==> src/rtl/pcal_pkg.sv <==
// Shared constants, types and helpers for the calibration table lookup block.
// Used by pcal_div and pa_cal_bilinear_lookup; depends on nothing else.
package pcal_pkg;

	localparam int FREQ_POINTS = 8;
	localparam int TABLE_ROWS  = 8;

	localparam int COL_W   = $clog2(FREQ_POINTS);
	localparam int ROW_W   = $clog2(TABLE_ROWS);
	localparam int DEPTH   = TABLE_ROWS * FREQ_POINTS;
	localparam int ADDR_W  = $clog2(DEPTH);

	localparam int WORD_W  = 16;
	localparam int LEVEL_W = 8;
	localparam int DRIVE_W = 16;

	localparam int FREQ_MIN   = 5650;
	localparam int FREQ_MAX   = 5950;
	localparam int FREQ_RESET = 5800;
	localparam int FREQ_W     = $clog2(FREQ_MAX + 1);
	localparam int ROW_MASK   = 'h7f;

	// Operand and accumulator widths of the interpolation datapath.
	localparam int MUL_W  = 19;
	localparam int PROD_W = 2 * MUL_W;
	localparam int TERM_W = 35;
	localparam int DEN_W  = 34;
	localparam int NUM_W  = 54;
	localparam int SPLIT  = 18;

	localparam int DIV_STEPS = DRIVE_W + 1;
	localparam int DSH_W     = DEN_W + DRIVE_W;

	localparam logic [1:0] REQ_WORD  = 2'd0;
	localparam logic [1:0] REQ_LEVEL = 2'd1;
	localparam logic [1:0] REQ_QUERY = 2'd2;

	localparam logic [1:0] STAT_OK   = 2'd0;
	localparam logic [1:0] STAT_REJ  = 2'd1;
	localparam logic [1:0] STAT_SPAN = 2'd2;

	typedef struct packed {
		logic               done;
		logic [DRIVE_W-1:0] quo;
	} div_res_t;

	function automatic logic [ADDR_W-1:0] cal_addr(input logic [ROW_W-1:0] r,
			input logic [COL_W-1:0] c);
		return ADDR_W'(int'(r) * FREQ_POINTS + int'(c));
	endfunction

endpackage

==> src/rtl/pcal_ram.sv <==
// Generic simple dual-port RAM with one write port and a registered read port.
// Stand-alone; holds the calibration words of the lookup block.
module pcal_ram #(
	parameter int WIDTH = 16,
	parameter int DEPTH = 64
) (
	input  logic                     clk,
	input  logic                     we,
	input  logic [$clog2(DEPTH)-1:0] waddr,
	input  logic [WIDTH-1:0]         wdata,
	input  logic [$clog2(DEPTH)-1:0] raddr,
	output logic [WIDTH-1:0]         rdata
);

	logic [WIDTH-1:0] mem [DEPTH];

	always_ff @(posedge clk) begin
		if (we) begin
			mem[waddr] <= wdata;
		end
		rdata <= mem[raddr];
	end

endmodule

==> src/rtl/pcal_div.sv <==
// Restoring divider, one quotient bit per cycle, with saturation to the drive range.
// Depends on pcal_pkg.
module pcal_div (
	input  logic                            clk,
	input  logic                            arst_n,
	input  logic                            start,
	input  logic signed [pcal_pkg::NUM_W-1:0] num,
	input  logic signed [pcal_pkg::DEN_W-1:0] den,
	output pcal_pkg::div_res_t              res
);

	localparam int CNT_W = $clog2(pcal_pkg::DIV_STEPS);

	logic                          busy_q;
	logic                          done_q;
	logic [CNT_W-1:0]              cnt_q;
	logic                          neg_q;
	logic [pcal_pkg::NUM_W-1:0]    rem_q;
	logic [pcal_pkg::DSH_W-1:0]    dsh_q;
	logic [pcal_pkg::DIV_STEPS-1:0] q_q;
	logic [pcal_pkg::NUM_W-1:0]    nmag;
	logic [pcal_pkg::DEN_W-1:0]    dmag;
	logic [pcal_pkg::NUM_W:0]      diff;

	assign nmag = num[pcal_pkg::NUM_W-1] ? pcal_pkg::NUM_W'(-num) : pcal_pkg::NUM_W'(num);
	assign dmag = den[pcal_pkg::DEN_W-1] ? pcal_pkg::DEN_W'(-den) : pcal_pkg::DEN_W'(den);
	assign diff = {1'b0, rem_q} - (pcal_pkg::NUM_W + 1)'(dsh_q);

	always_ff @(posedge clk or negedge arst_n) begin
		if (!arst_n) begin
			busy_q <= 1'b0;
			done_q <= 1'b0;
			cnt_q  <= '0;
		end else begin
			done_q <= 1'b0;
			if (start) begin
				busy_q <= 1'b1;
				cnt_q  <= CNT_W'(pcal_pkg::DIV_STEPS - 1);
			end else if (busy_q) begin
				cnt_q <= cnt_q - 1'b1;
				if (cnt_q == '0) begin
					busy_q <= 1'b0;
					done_q <= 1'b1;
				end
			end
		end
	end

	always_ff @(posedge clk) begin
		if (start) begin
			rem_q <= nmag;
			dsh_q <= {dmag, {pcal_pkg::DRIVE_W{1'b0}}};
			neg_q <= num[pcal_pkg::NUM_W-1] ^ den[pcal_pkg::DEN_W-1];
			q_q   <= '0;
		end else if (busy_q) begin
			if (!diff[pcal_pkg::NUM_W]) begin
				rem_q <= diff[pcal_pkg::NUM_W-1:0];
			end
			q_q   <= {q_q[pcal_pkg::DIV_STEPS-2:0], !diff[pcal_pkg::NUM_W]};
			dsh_q <= dsh_q >> 1;
		end
	end

	// The top quotient bit set means the result is at least full scale.
	assign res.done = done_q;
	assign res.quo  = neg_q ? '0 :
		(q_q[pcal_pkg::DIV_STEPS-1] ? '1 : q_q[pcal_pkg::DRIVE_W-1:0]);

	a_done_after_busy: assert property (@(posedge clk) disable iff (!arst_n)
		done_q |-> $past(busy_q)) else $error("divider done without a run");
	a_no_start_busy: assert property (@(posedge clk) disable iff (!arst_n)
		start |-> !busy_q) else $error("divider restarted while busy");
	a_busy_count: assert property (@(posedge clk) disable iff (!arst_n)
		busy_q && cnt_q != '0 |=> busy_q) else $error("divider stopped early");

endmodule

==> src/rtl/pa_cal_bilinear_lookup.sv <==
// Top level of the calibration table lookup: sequencer, table storage and shared multiplier.
// Depends on pcal_pkg, pcal_ram and pcal_div.
//
//  channel  direction  handshake            beat contents
//  cfg      in         cfg_we               cfg_wdata (operating frequency, MHz)
//  in       in         in_valid / in_ready  req_type, row_index, column_index, entry_word,
//                                           power_request
//  out      out        out_valid/out_ready  drive_level, status
//
// A write beat goes from idle straight to the result. A query runs a serial grid and
// level search, six table reads, thirteen passes of the one 19x19 multiplier and
// seventeen divider steps. One beat is worked on at a time; in_ready is high only
// while the sequencer is idle, and a finished result waits in the output register.
// Reset clears the row levels and sets the frequency to 5800; table words are undefined
// until written.
module pa_cal_bilinear_lookup (
	input  logic               clk,
	input  logic               arst_n,
	input  logic               cfg_we,
	input  logic [15:0]        cfg_wdata,
	input  logic               in_valid,
	output logic               in_ready,
	input  logic [1:0]         req_type,
	input  logic [2:0]         row_index,
	input  logic [2:0]         column_index,
	input  logic [15:0]        entry_word,
	input  logic signed [15:0] power_request,
	output logic               out_valid,
	input  logic               out_ready,
	output logic [15:0]        drive_level,
	output logic [1:0]         status
);

	localparam logic [3:0] ST_IDLE  = 4'd0;
	localparam logic [3:0] ST_SRCH  = 4'd1;
	localparam logic [3:0] ST_LOAD  = 4'd2;
	localparam logic [3:0] ST_DIFF  = 4'd3;
	localparam logic [3:0] ST_MUL   = 4'd4;
	localparam logic [3:0] ST_DRAIN = 4'd5;
	localparam logic [3:0] ST_DIVS  = 4'd6;
	localparam logic [3:0] ST_DIVW  = 4'd7;
	localparam logic [3:0] ST_FIN   = 4'd8;

	localparam logic [2:0] OP_NONE = 3'd0;
	localparam logic [2:0] OP_DEN  = 3'd1;
	localparam logic [2:0] OP_P    = 3'd2;
	localparam logic [2:0] OP_LO   = 3'd3;
	localparam logic [2:0] OP_HI   = 3'd4;

	localparam int SRCH_LAST = (pcal_pkg::FREQ_POINTS - 1 > pcal_pkg::TABLE_ROWS - 2) ?
		pcal_pkg::FREQ_POINTS - 1 : pcal_pkg::TABLE_ROWS - 2;
	localparam int LOAD_LAST = 6;
	localparam int KMAX      = (SRCH_LAST > LOAD_LAST) ? SRCH_LAST : LOAD_LAST;
	localparam int CNT_W     = $clog2(KMAX + 1);

	logic [3:0]                      st_q;
	logic [CNT_W-1:0]                k_q;
	logic [1:0]                      c_q;
	logic [2:0]                      nop_q;
	logic [2:0]                      tag_q;
	logic                            fnd_f_q;
	logic                            fnd_l_q;
	logic                            out_valid_q;
	logic [15:0]                     freq_cfg_q;
	logic [pcal_pkg::LEVEL_W-1:0]    lvl_q [pcal_pkg::TABLE_ROWS];

	logic signed [15:0]              power_q;
	logic [pcal_pkg::FREQ_W-1:0]     freq_q;
	logic [pcal_pkg::COL_W-1:0]      col_q;
	logic [pcal_pkg::ROW_W-1:0]      row_q;
	logic [pcal_pkg::LEVEL_W-1:0]    x1_q;
	logic [pcal_pkg::LEVEL_W-1:0]    x2_q;
	logic [pcal_pkg::WORD_W-1:0]     y1_q;
	logic [pcal_pkg::WORD_W-1:0]     y2_q;
	logic [pcal_pkg::WORD_W-1:0]     w_q [4];
	logic signed [16:0]              dx_q;
	logic signed [16:0]              dy_q;
	logic signed [17:0]              a_q [2];
	logic signed [16:0]              b_q [2];
	logic signed [pcal_pkg::PROD_W-1:0] mul_q;
	logic signed [pcal_pkg::TERM_W-1:0] p_q;
	logic signed [pcal_pkg::DEN_W-1:0]  den_q;
	logic signed [pcal_pkg::NUM_W-1:0]  acc_q;
	logic [pcal_pkg::DRIVE_W-1:0]    res_drive_q;
	logic [1:0]                      res_status_q;
	logic [pcal_pkg::DRIVE_W-1:0]    drive_q;
	logic [1:0]                      status_q;

	logic                            accept;
	logic                            fire;
	logic [2:0]                      row_m;
	logic                            bad;
	logic [pcal_pkg::FREQ_W-1:0]     freq_clamp;
	logic                            ram_we;
	logic [pcal_pkg::ADDR_W-1:0]     waddr;
	logic [pcal_pkg::ADDR_W-1:0]     raddr;
	logic [pcal_pkg::WORD_W-1:0]     rd_data;
	logic [pcal_pkg::ROW_W-1:0]      lidx;
	logic [pcal_pkg::LEVEL_W-1:0]    lvl_rd;
	logic                            hit_f;
	logic                            hit_l;
	logic signed [16:0]              dx_d;
	logic signed [16:0]              dy_d;
	logic                            zero_span;
	logic signed [pcal_pkg::MUL_W-1:0]  ma;
	logic signed [pcal_pkg::MUL_W-1:0]  mb;
	logic signed [pcal_pkg::PROD_W-1:0] mprod;
	logic signed [pcal_pkg::NUM_W-1:0]  mul_ext;
	logic                            div_start;
	pcal_pkg::div_res_t              div_res;

	assign in_ready = (st_q == ST_IDLE);
	assign accept   = in_valid && in_ready;
	assign fire     = (st_q == ST_FIN) && (!out_valid_q || out_ready);

	assign row_m = row_index & 3'(pcal_pkg::ROW_MASK);
	assign bad   = (int'(row_m) >= pcal_pkg::TABLE_ROWS)
		|| (req_type == pcal_pkg::REQ_WORD && int'(column_index) >= pcal_pkg::FREQ_POINTS)
		|| (row_m != 3'd0 && 8'(row_m) > lvl_q[0]);

	always_comb begin
		if (int'(freq_cfg_q) < pcal_pkg::FREQ_MIN) begin
			freq_clamp = pcal_pkg::FREQ_W'(pcal_pkg::FREQ_MIN);
		end else if (int'(freq_cfg_q) > pcal_pkg::FREQ_MAX) begin
			freq_clamp = pcal_pkg::FREQ_W'(pcal_pkg::FREQ_MAX);
		end else begin
			freq_clamp = pcal_pkg::FREQ_W'(freq_cfg_q);
		end
	end

	assign ram_we = accept && req_type == pcal_pkg::REQ_WORD && !bad;
	assign waddr  = pcal_pkg::cal_addr(pcal_pkg::ROW_W'(row_m),
		pcal_pkg::COL_W'(column_index));

	always_comb begin
		raddr = '0;
		lidx  = '0;
		if (st_q == ST_SRCH) begin
			raddr = pcal_pkg::cal_addr('0, pcal_pkg::COL_W'(int'(k_q) + 1));
			lidx  = pcal_pkg::ROW_W'(int'(k_q) + 2);
		end else begin
			lidx = (k_q == '0) ? row_q : row_q + 1'b1;
			case (int'(k_q))
				0: raddr = pcal_pkg::cal_addr('0, col_q);
				1: raddr = pcal_pkg::cal_addr('0, col_q + 1'b1);
				2: raddr = pcal_pkg::cal_addr(row_q, col_q);
				3: raddr = pcal_pkg::cal_addr(row_q + 1'b1, col_q);
				4: raddr = pcal_pkg::cal_addr(row_q, col_q + 1'b1);
				5: raddr = pcal_pkg::cal_addr(row_q + 1'b1, col_q + 1'b1);
				default: raddr = '0;
			endcase
		end
	end

	assign lvl_rd = (int'(lidx) < pcal_pkg::TABLE_ROWS) ? lvl_q[lidx] : '0;

	pcal_ram #(
		.WIDTH (pcal_pkg::WORD_W),
		.DEPTH (pcal_pkg::DEPTH)
	) u_ram (
		.clk   (clk),
		.we    (ram_we),
		.waddr (waddr),
		.wdata (entry_word),
		.raddr (raddr),
		.rdata (rd_data)
	);

	// The RAM read port is registered, so step k compares grid column k.
	assign hit_f = (st_q == ST_SRCH) && int'(k_q) >= 1
		&& int'(k_q) <= pcal_pkg::FREQ_POINTS - 1 && !fnd_f_q && 16'(freq_q) < rd_data;
	assign hit_l = (st_q == ST_SRCH) && int'(k_q) <= pcal_pkg::TABLE_ROWS - 3 && !fnd_l_q
		&& $signed({power_q[15], power_q}) < $signed({1'b0, lvl_rd, 8'h00});

	assign dx_d      = $signed({1'b0, x2_q, 8'h00}) - $signed({1'b0, x1_q, 8'h00});
	assign dy_d      = $signed({1'b0, y2_q}) - $signed({1'b0, y1_q});
	assign zero_span = (dx_d == '0) || (dy_d == '0);

	always_comb begin
		ma = '0;
		mb = '0;
		case (nop_q)
			OP_DEN: begin
				ma = {{2{dx_q[16]}}, dx_q};
				mb = {{2{dy_q[16]}}, dy_q};
			end
			OP_P: begin
				ma = {a_q[c_q[0]][17], a_q[c_q[0]]};
				mb = {{2{b_q[c_q[1]][16]}}, b_q[c_q[1]]};
			end
			OP_LO: begin
				ma = {3'b000, w_q[c_q]};
				mb = {1'b0, mul_q[pcal_pkg::SPLIT-1:0]};
			end
			OP_HI: begin
				ma = {3'b000, w_q[c_q]};
				mb = {{2{p_q[pcal_pkg::TERM_W-1]}}, p_q[pcal_pkg::TERM_W-1:pcal_pkg::SPLIT]};
			end
			default: begin
				ma = '0;
				mb = '0;
			end
		endcase
	end

	assign mprod   = ma * mb;
	assign mul_ext = {{(pcal_pkg::NUM_W - pcal_pkg::PROD_W){mul_q[pcal_pkg::PROD_W-1]}}, mul_q};
	assign div_start = (st_q == ST_DIVS);

	pcal_div u_div (
		.clk    (clk),
		.arst_n (arst_n),
		.start  (div_start),
		.num    (acc_q),
		.den    (den_q),
		.res    (div_res)
	);

	always_ff @(posedge clk or negedge arst_n) begin
		if (!arst_n) begin
			st_q        <= ST_IDLE;
			k_q         <= '0;
			c_q         <= '0;
			nop_q       <= OP_NONE;
			tag_q       <= OP_NONE;
			fnd_f_q     <= 1'b0;
			fnd_l_q     <= 1'b0;
			out_valid_q <= 1'b0;
			freq_cfg_q  <= 16'(pcal_pkg::FREQ_RESET);
			for (int i = 0; i < pcal_pkg::TABLE_ROWS; i++) begin
				lvl_q[i] <= '0;
			end
		end else begin
			if (cfg_we) begin
				freq_cfg_q <= cfg_wdata;
			end
			if (accept && req_type == pcal_pkg::REQ_LEVEL && !bad) begin
				lvl_q[pcal_pkg::ROW_W'(row_m)] <= entry_word[7:0];
			end
			if (fire) begin
				out_valid_q <= 1'b1;
			end else if (out_ready) begin
				out_valid_q <= 1'b0;
			end
			tag_q <= OP_NONE;
			unique case (st_q)
				ST_IDLE: begin
					if (accept) begin
						k_q     <= '0;
						fnd_f_q <= 1'b0;
						fnd_l_q <= 1'b0;
						st_q    <= (req_type == pcal_pkg::REQ_QUERY) ? ST_SRCH : ST_FIN;
					end
				end
				ST_SRCH: begin
					if (hit_f) fnd_f_q <= 1'b1;
					if (hit_l) fnd_l_q <= 1'b1;
					if (int'(k_q) == SRCH_LAST) begin
						k_q  <= '0;
						st_q <= ST_LOAD;
					end else begin
						k_q <= k_q + 1'b1;
					end
				end
				ST_LOAD: begin
					k_q <= k_q + 1'b1;
					if (int'(k_q) == LOAD_LAST) begin
						st_q <= ST_DIFF;
					end
				end
				ST_DIFF: begin
					c_q   <= '0;
					nop_q <= OP_DEN;
					st_q  <= zero_span ? ST_FIN : ST_MUL;
				end
				ST_MUL: begin
					tag_q <= nop_q;
					unique case (nop_q)
						OP_DEN: nop_q <= OP_P;
						OP_P:   nop_q <= OP_LO;
						OP_LO:  nop_q <= OP_HI;
						default: begin
							nop_q <= OP_P;
							if (c_q == 2'd3) begin
								nop_q <= OP_NONE;
								st_q  <= ST_DRAIN;
							end else begin
								c_q <= c_q + 1'b1;
							end
						end
					endcase
				end
				ST_DRAIN: st_q <= ST_DIVS;
				ST_DIVS:  st_q <= ST_DIVW;
				ST_DIVW: begin
					if (div_res.done) st_q <= ST_FIN;
				end
				ST_FIN: begin
					if (fire) st_q <= ST_IDLE;
				end
				default: st_q <= ST_IDLE;
			endcase
		end
	end

	always_ff @(posedge clk) begin
		mul_q <= mprod;
		case (tag_q)
			OP_DEN:  den_q <= mul_q[pcal_pkg::DEN_W-1:0];
			OP_P:    p_q   <= mul_q[pcal_pkg::TERM_W-1:0];
			OP_LO:   acc_q <= acc_q + mul_ext;
			OP_HI:   acc_q <= acc_q + (mul_ext <<< pcal_pkg::SPLIT);
			default: ;
		endcase
		case (st_q)
			ST_IDLE: begin
				if (accept) begin
					power_q      <= power_request;
					freq_q       <= freq_clamp;
					col_q        <= pcal_pkg::COL_W'(pcal_pkg::FREQ_POINTS - 2);
					row_q        <= pcal_pkg::ROW_W'(pcal_pkg::TABLE_ROWS - 2);
					res_drive_q  <= '0;
					res_status_q <= ((req_type == pcal_pkg::REQ_WORD
						|| req_type == pcal_pkg::REQ_LEVEL) && bad) ?
						pcal_pkg::STAT_REJ : pcal_pkg::STAT_OK;
				end
			end
			ST_SRCH: begin
				if (hit_f) col_q <= pcal_pkg::COL_W'(int'(k_q) - 1);
				if (hit_l) row_q <= pcal_pkg::ROW_W'(int'(k_q) + 1);
			end
			ST_LOAD: begin
				if (k_q == '0) x1_q <= lvl_rd;
				if (int'(k_q) == 1) begin
					x2_q <= lvl_rd;
					y1_q <= rd_data;
				end
				if (int'(k_q) == 2) y2_q <= rd_data;
				if (int'(k_q) >= 3) w_q[2'(int'(k_q) - 3)] <= rd_data;
			end
			ST_DIFF: begin
				dx_q   <= dx_d;
				dy_q   <= dy_d;
				a_q[0] <= $signed({2'b00, x2_q, 8'h00}) - $signed({{2{power_q[15]}}, power_q});
				a_q[1] <= $signed({{2{power_q[15]}}, power_q}) - $signed({2'b00, x1_q, 8'h00});
				b_q[0] <= $signed({1'b0, y2_q}) - $signed(17'(freq_q));
				b_q[1] <= $signed(17'(freq_q)) - $signed({1'b0, y1_q});
				acc_q  <= '0;
				if (zero_span) begin
					res_drive_q  <= '0;
					res_status_q <= pcal_pkg::STAT_SPAN;
				end
			end
			ST_DIVW: begin
				if (div_res.done) begin
					res_drive_q  <= div_res.quo;
					res_status_q <= pcal_pkg::STAT_OK;
				end
			end
			ST_FIN: begin
				if (fire) begin
					drive_q  <= res_drive_q;
					status_q <= res_status_q;
				end
			end
			default: ;
		endcase
	end

	assign out_valid   = out_valid_q;
	assign drive_level = drive_q;
	assign status      = status_q;

	a_span_zero: assert property (@(posedge clk) disable iff (!arst_n)
		out_valid && status == pcal_pkg::STAT_SPAN |-> drive_level == '0)
		else $error("zero span result carries a drive value");
	a_rej_zero: assert property (@(posedge clk) disable iff (!arst_n)
		out_valid && status == pcal_pkg::STAT_REJ |-> drive_level == '0)
		else $error("rejected write carries a drive value");
	a_write_fast: assert property (@(posedge clk) disable iff (!arst_n)
		accept && req_type != pcal_pkg::REQ_QUERY |=> st_q == ST_FIN)
		else $error("write beat did not go straight to the result");
	a_div_owner: assert property (@(posedge clk) disable iff (!arst_n)
		div_res.done |-> st_q == ST_DIVW)
		else $error("divider finished outside the divide wait");

endmodule
==> config.mk <==
export PLATFORM = sky130hd
export DESIGN_NAME = pa_cal_bilinear_lookup
export DESIGN_NICKNAME = d
export VERILOG_FILES = /design/src/rtl/pcal_pkg.sv /design/src/rtl/pcal_ram.sv /design/src/rtl/pcal_div.sv /design/src/rtl/pa_cal_bilinear_lookup.sv
export SDC_FILE = /design/constraint.sdc
export NUM_CORES = 2
export LEC_CHECK = 0
export BUFFER_PORTS_ARGS = -buffer_cell sky130_fd_sc_hd__buf_2
export CORE_ASPECT_RATIO = 0.9
export CORE_MARGIN = 4
export CORE_UTILIZATION = 25
export CTS_CLUSTER_DIAMETER = 120
export CTS_CLUSTER_SIZE = 20
export DETAILED_ROUTE_END_ITERATION = 7
export SYNTH_ARGS = -nofsm -noshare
export SYNTH_HDL_FRONTEND = slang
export SYNTH_SLANG_ARGS = --single-unit
==> constraint.sdc <==
create_clock -name clk -period 12.7 [get_ports clk]
set_input_delay 1.27 -clock clk [delete_from_list [all_inputs] [get_ports clk]]
set_output_delay 1.27 -clock clk [all_outputs]
set_load 0.005 [all_outputs]
==> out/summary.txt <==
status - finished, final reports clean
met2 usage - 20.2%
area leader, netlist - edfxtp_1
Post-Route WL - 250000 um
Area Growth Syn to Fin - 10.3%
Worst-path clk slew - 0.09 ns
Placer Congestion - 0.901
H-tree levels - 3
WS Path Type - flop to flop
Num Clock Sinks - 1688
Final Critical Period - 9.12 ns
most used cell, CP - fa_1
Initial DRC Count - 5783
Buffers on Ports - 80
proportion of layout cells with a drive suffix above 1 - 6.77%
Remaining DRCs - 0
Slew Limit Headroom - 24.9%
Worst-Skew Late Latency - 0.87 ns
CTS tree - built
Post-CTS Setup Inserts - 0
Synth Cell Area - 0.0915 sq mm
first-pass GRT wire length - 377000 um
Synth warnings - 0
most frequent cells in the layout - nand2_1 (1497), edfxtp_1 (1442), inv_1 (587), nor2_1 (471), nand3_1 (468)
fillers - 38000
Period Utilization, post-route - 71.8%
sequential area share after synthesis - 53.3%
Die Ht - 582 um
Ports - 81
total number of vias - 61800
max-cap violations - 0
Post-synth ARST share - 6.22%
Die Area - 0.376 sq mm
FF-to-FF End - mul_q[37]
post-synthesis mux area share - 2.69%
Syn Inst Count - 8206
Max Clk Rate - 0.110 GHz
Worst R2R Start - nop_q[0]
Max stage delay on crit path - 0.78 ns
vias in the first global route - 58800
met3 usage - 2.19%
Synth Area in XOR/XNOR - 2.82%
Site Rows - 210
Hold Startpoint - res_drive_q[1]
WP buf/inv - 6
slew at the pin with the worst max-slew slack - 1.12 ns
commonest non-fill, non-tap cell in the layout - nand2_1
drt wl/cell - 19.1 um
crit start category - flop
Worst EP arrival - 9.88 ns
GRT met1 Usage - 18.4%
Post-CTS Hold Buffers - 0
Hold Crit Class - flop to flop
ys flop type - edfxtp_1
Seq cells post-synth - 1688
CTS Buf Count - 102
final hold violations - 0
EDFF count, synth - 1442
clk root buf - clkbuf_16
post-cts resize count - 0
Clock Skew - 0.107 ns
unrepaired setup endpoints after global routing - no
Distinct cells, synth - 90
synthesized area per cell - 11.2 sq um
layer with the highest usage - met2
Setup crit end kind - flop
post-synthesis adder-cell area fraction - 12.9%
largest fanout on the critical path - 26
Worst EP required - 13.46 ns
Final HPWL DP - 164000 um
Global Route Usage Sum - 12.8%
Synth Area in Simple Gates - 14.4%
CORE AREA - 0.364 sq mm
CP delay by family, top - adder cells
drt pass-1 iters - 6
nets - 8950
compound-cell area share of the yosys netlist - 9.86%
Longest Clk Path Bufs - 4
die span in x - 646 um
reg-to-reg slack, setup - 3.58 ns
initial antenna violation count - 21
Setup Viol. Count Final - 0
Hold Path Sink - drive_level[1]
Initial Util - 25.1%
final setup TNS - 0 ns
Slowest-stage cell, CP - dfrtp_1
Synth area leaders - edfxtp_1 (47%), fa_1 (8.0%), nand2_1 (6.1%), ha_1 (4.9%), dfxtp_1 (3.1%)
largest net degree at the start of global routing - 164
drt via density - 4.71
top cell type's share of synthesized area - 47.3%
R2R cell count - 28
main combinational cell family by area after synthesis - simple AND/OR/NAND/NOR gates
Hold Path Stages - 0
pins over their slew limit - 0
antenna-violating nets left - 0
total global routing overflow - 0
==> worst max-delay path by stage <==
| stage | cells after the start | start | end |
|---|---|---|---|
| after floorplan | 29 | c_q[0] | mul_q[37] |
| after CTS | 28 | nop_q[0] | mul_q[37] |
| after global placement | 28 | nop_q[0] | mul_q[37] |
| final | 28 | nop_q[0] | mul_q[37] |
| after global routing | 28 | nop_q[0] | mul_q[37] |
| after detailed placement | 28 | nop_q[0] | mul_q[37] |
==> synthesized netlist by cell type (all sizes together), types with 27 or more instances <==
cell and number:
buf 63, fa 365, dfrtp 99, clkbuf 331
nor2b 59, a211oi 83, mux2 91, o31ai 44
mux2i 87, ha 361, o21a 60, or4 35
nand2 1498, a21o 121, edfxtp 1442, inv 589
o21ai 261, xor2 109, nand3 468, a21oi 283
a311oi 197, dfxtp 141, o211ai 27, nor3 66
a31oi 56, o21bai 27, and2 45, or3 38
xnor2 186, nor2 482, nand2b 53, and3 130
==> metrics by stage <==
step           cells  hold slack (ns)  instance area, sq um  setup WS, ns  utilization [%]
2_1_floorplan   8208            0.400                 91500          4.24                -
3_3_place_gp   12900            0.402                 98000          3.71             26.9
3_5_place_dp   12900            0.405                 98000          3.63             26.9
4_1_cts        13100            0.366                101000          3.59             27.7
5_1_grt        13100            0.401                101000          2.93             27.7
6_report       13100            0.398                101000          3.58             27.7
==> flip-flops by register name (all words and copies together) (netlist names), 9 cells and up <==
register / cells
power_q: 16
lvl_q: 64
w_q: 64
p_q: 17
acc_q: 54
a_q: 35
drive_level: 16
u_div.rem_q: 54
u_ram.mem: 1024
freq_q: 13
dx_q: 9
u_ram.rdata: 16
dy_q: 17
b_q: 34
u_div.dsh_q: 50
y2_q: 16
mul_q: 38
y1_q: 16
res_drive_q: 16
freq_cfg_q: 16
den_q: 34
u_div.q_q: 17
==> layout make-up <==
cell class | instances | area (sq um) | share of cell area (%)
sequential | 1688 | 48800 | 48.3
multi-input combinational | 5535 | 39200 | 38.8
antenna | 5 | 12.5 | 0.0124
clock buffer | 156 | 2770 | 2.74
tap | 4876 | 6100 | 6.04
timing repair buffer | 246 | 1750 | 1.73
clock inverter | 10 | 153 | 0.151
inverter | 590 | 2220 | 2.20
==> layer usage <==
layer	vias to the layer above	share of wire, %
li1	29000	-
met1	30600	45
met2	1861	45
met3	310	7.4
met4	4	2.4
met5	-	0.011
==> kinds of logic (layout without fill, tap and decap cells) <==
| logic type | Yosys count | count (layout) |
|---|---|---|
| buf+inv | 985 | 1002 |
| xor+xnor | 295 | 295 |
| flops | 1688 | 1688 |
| simple gates | 2973 | 2973 |
| fa+ha+maj | 726 | 726 |
| mux | 203 | 203 |
| other cells | 2 | 9 |
| compound gates | 1334 | 1334 |
Power is not shown: default switching activity piles up to over one toggle a cycle in this logic, so the estimate is an artifact.
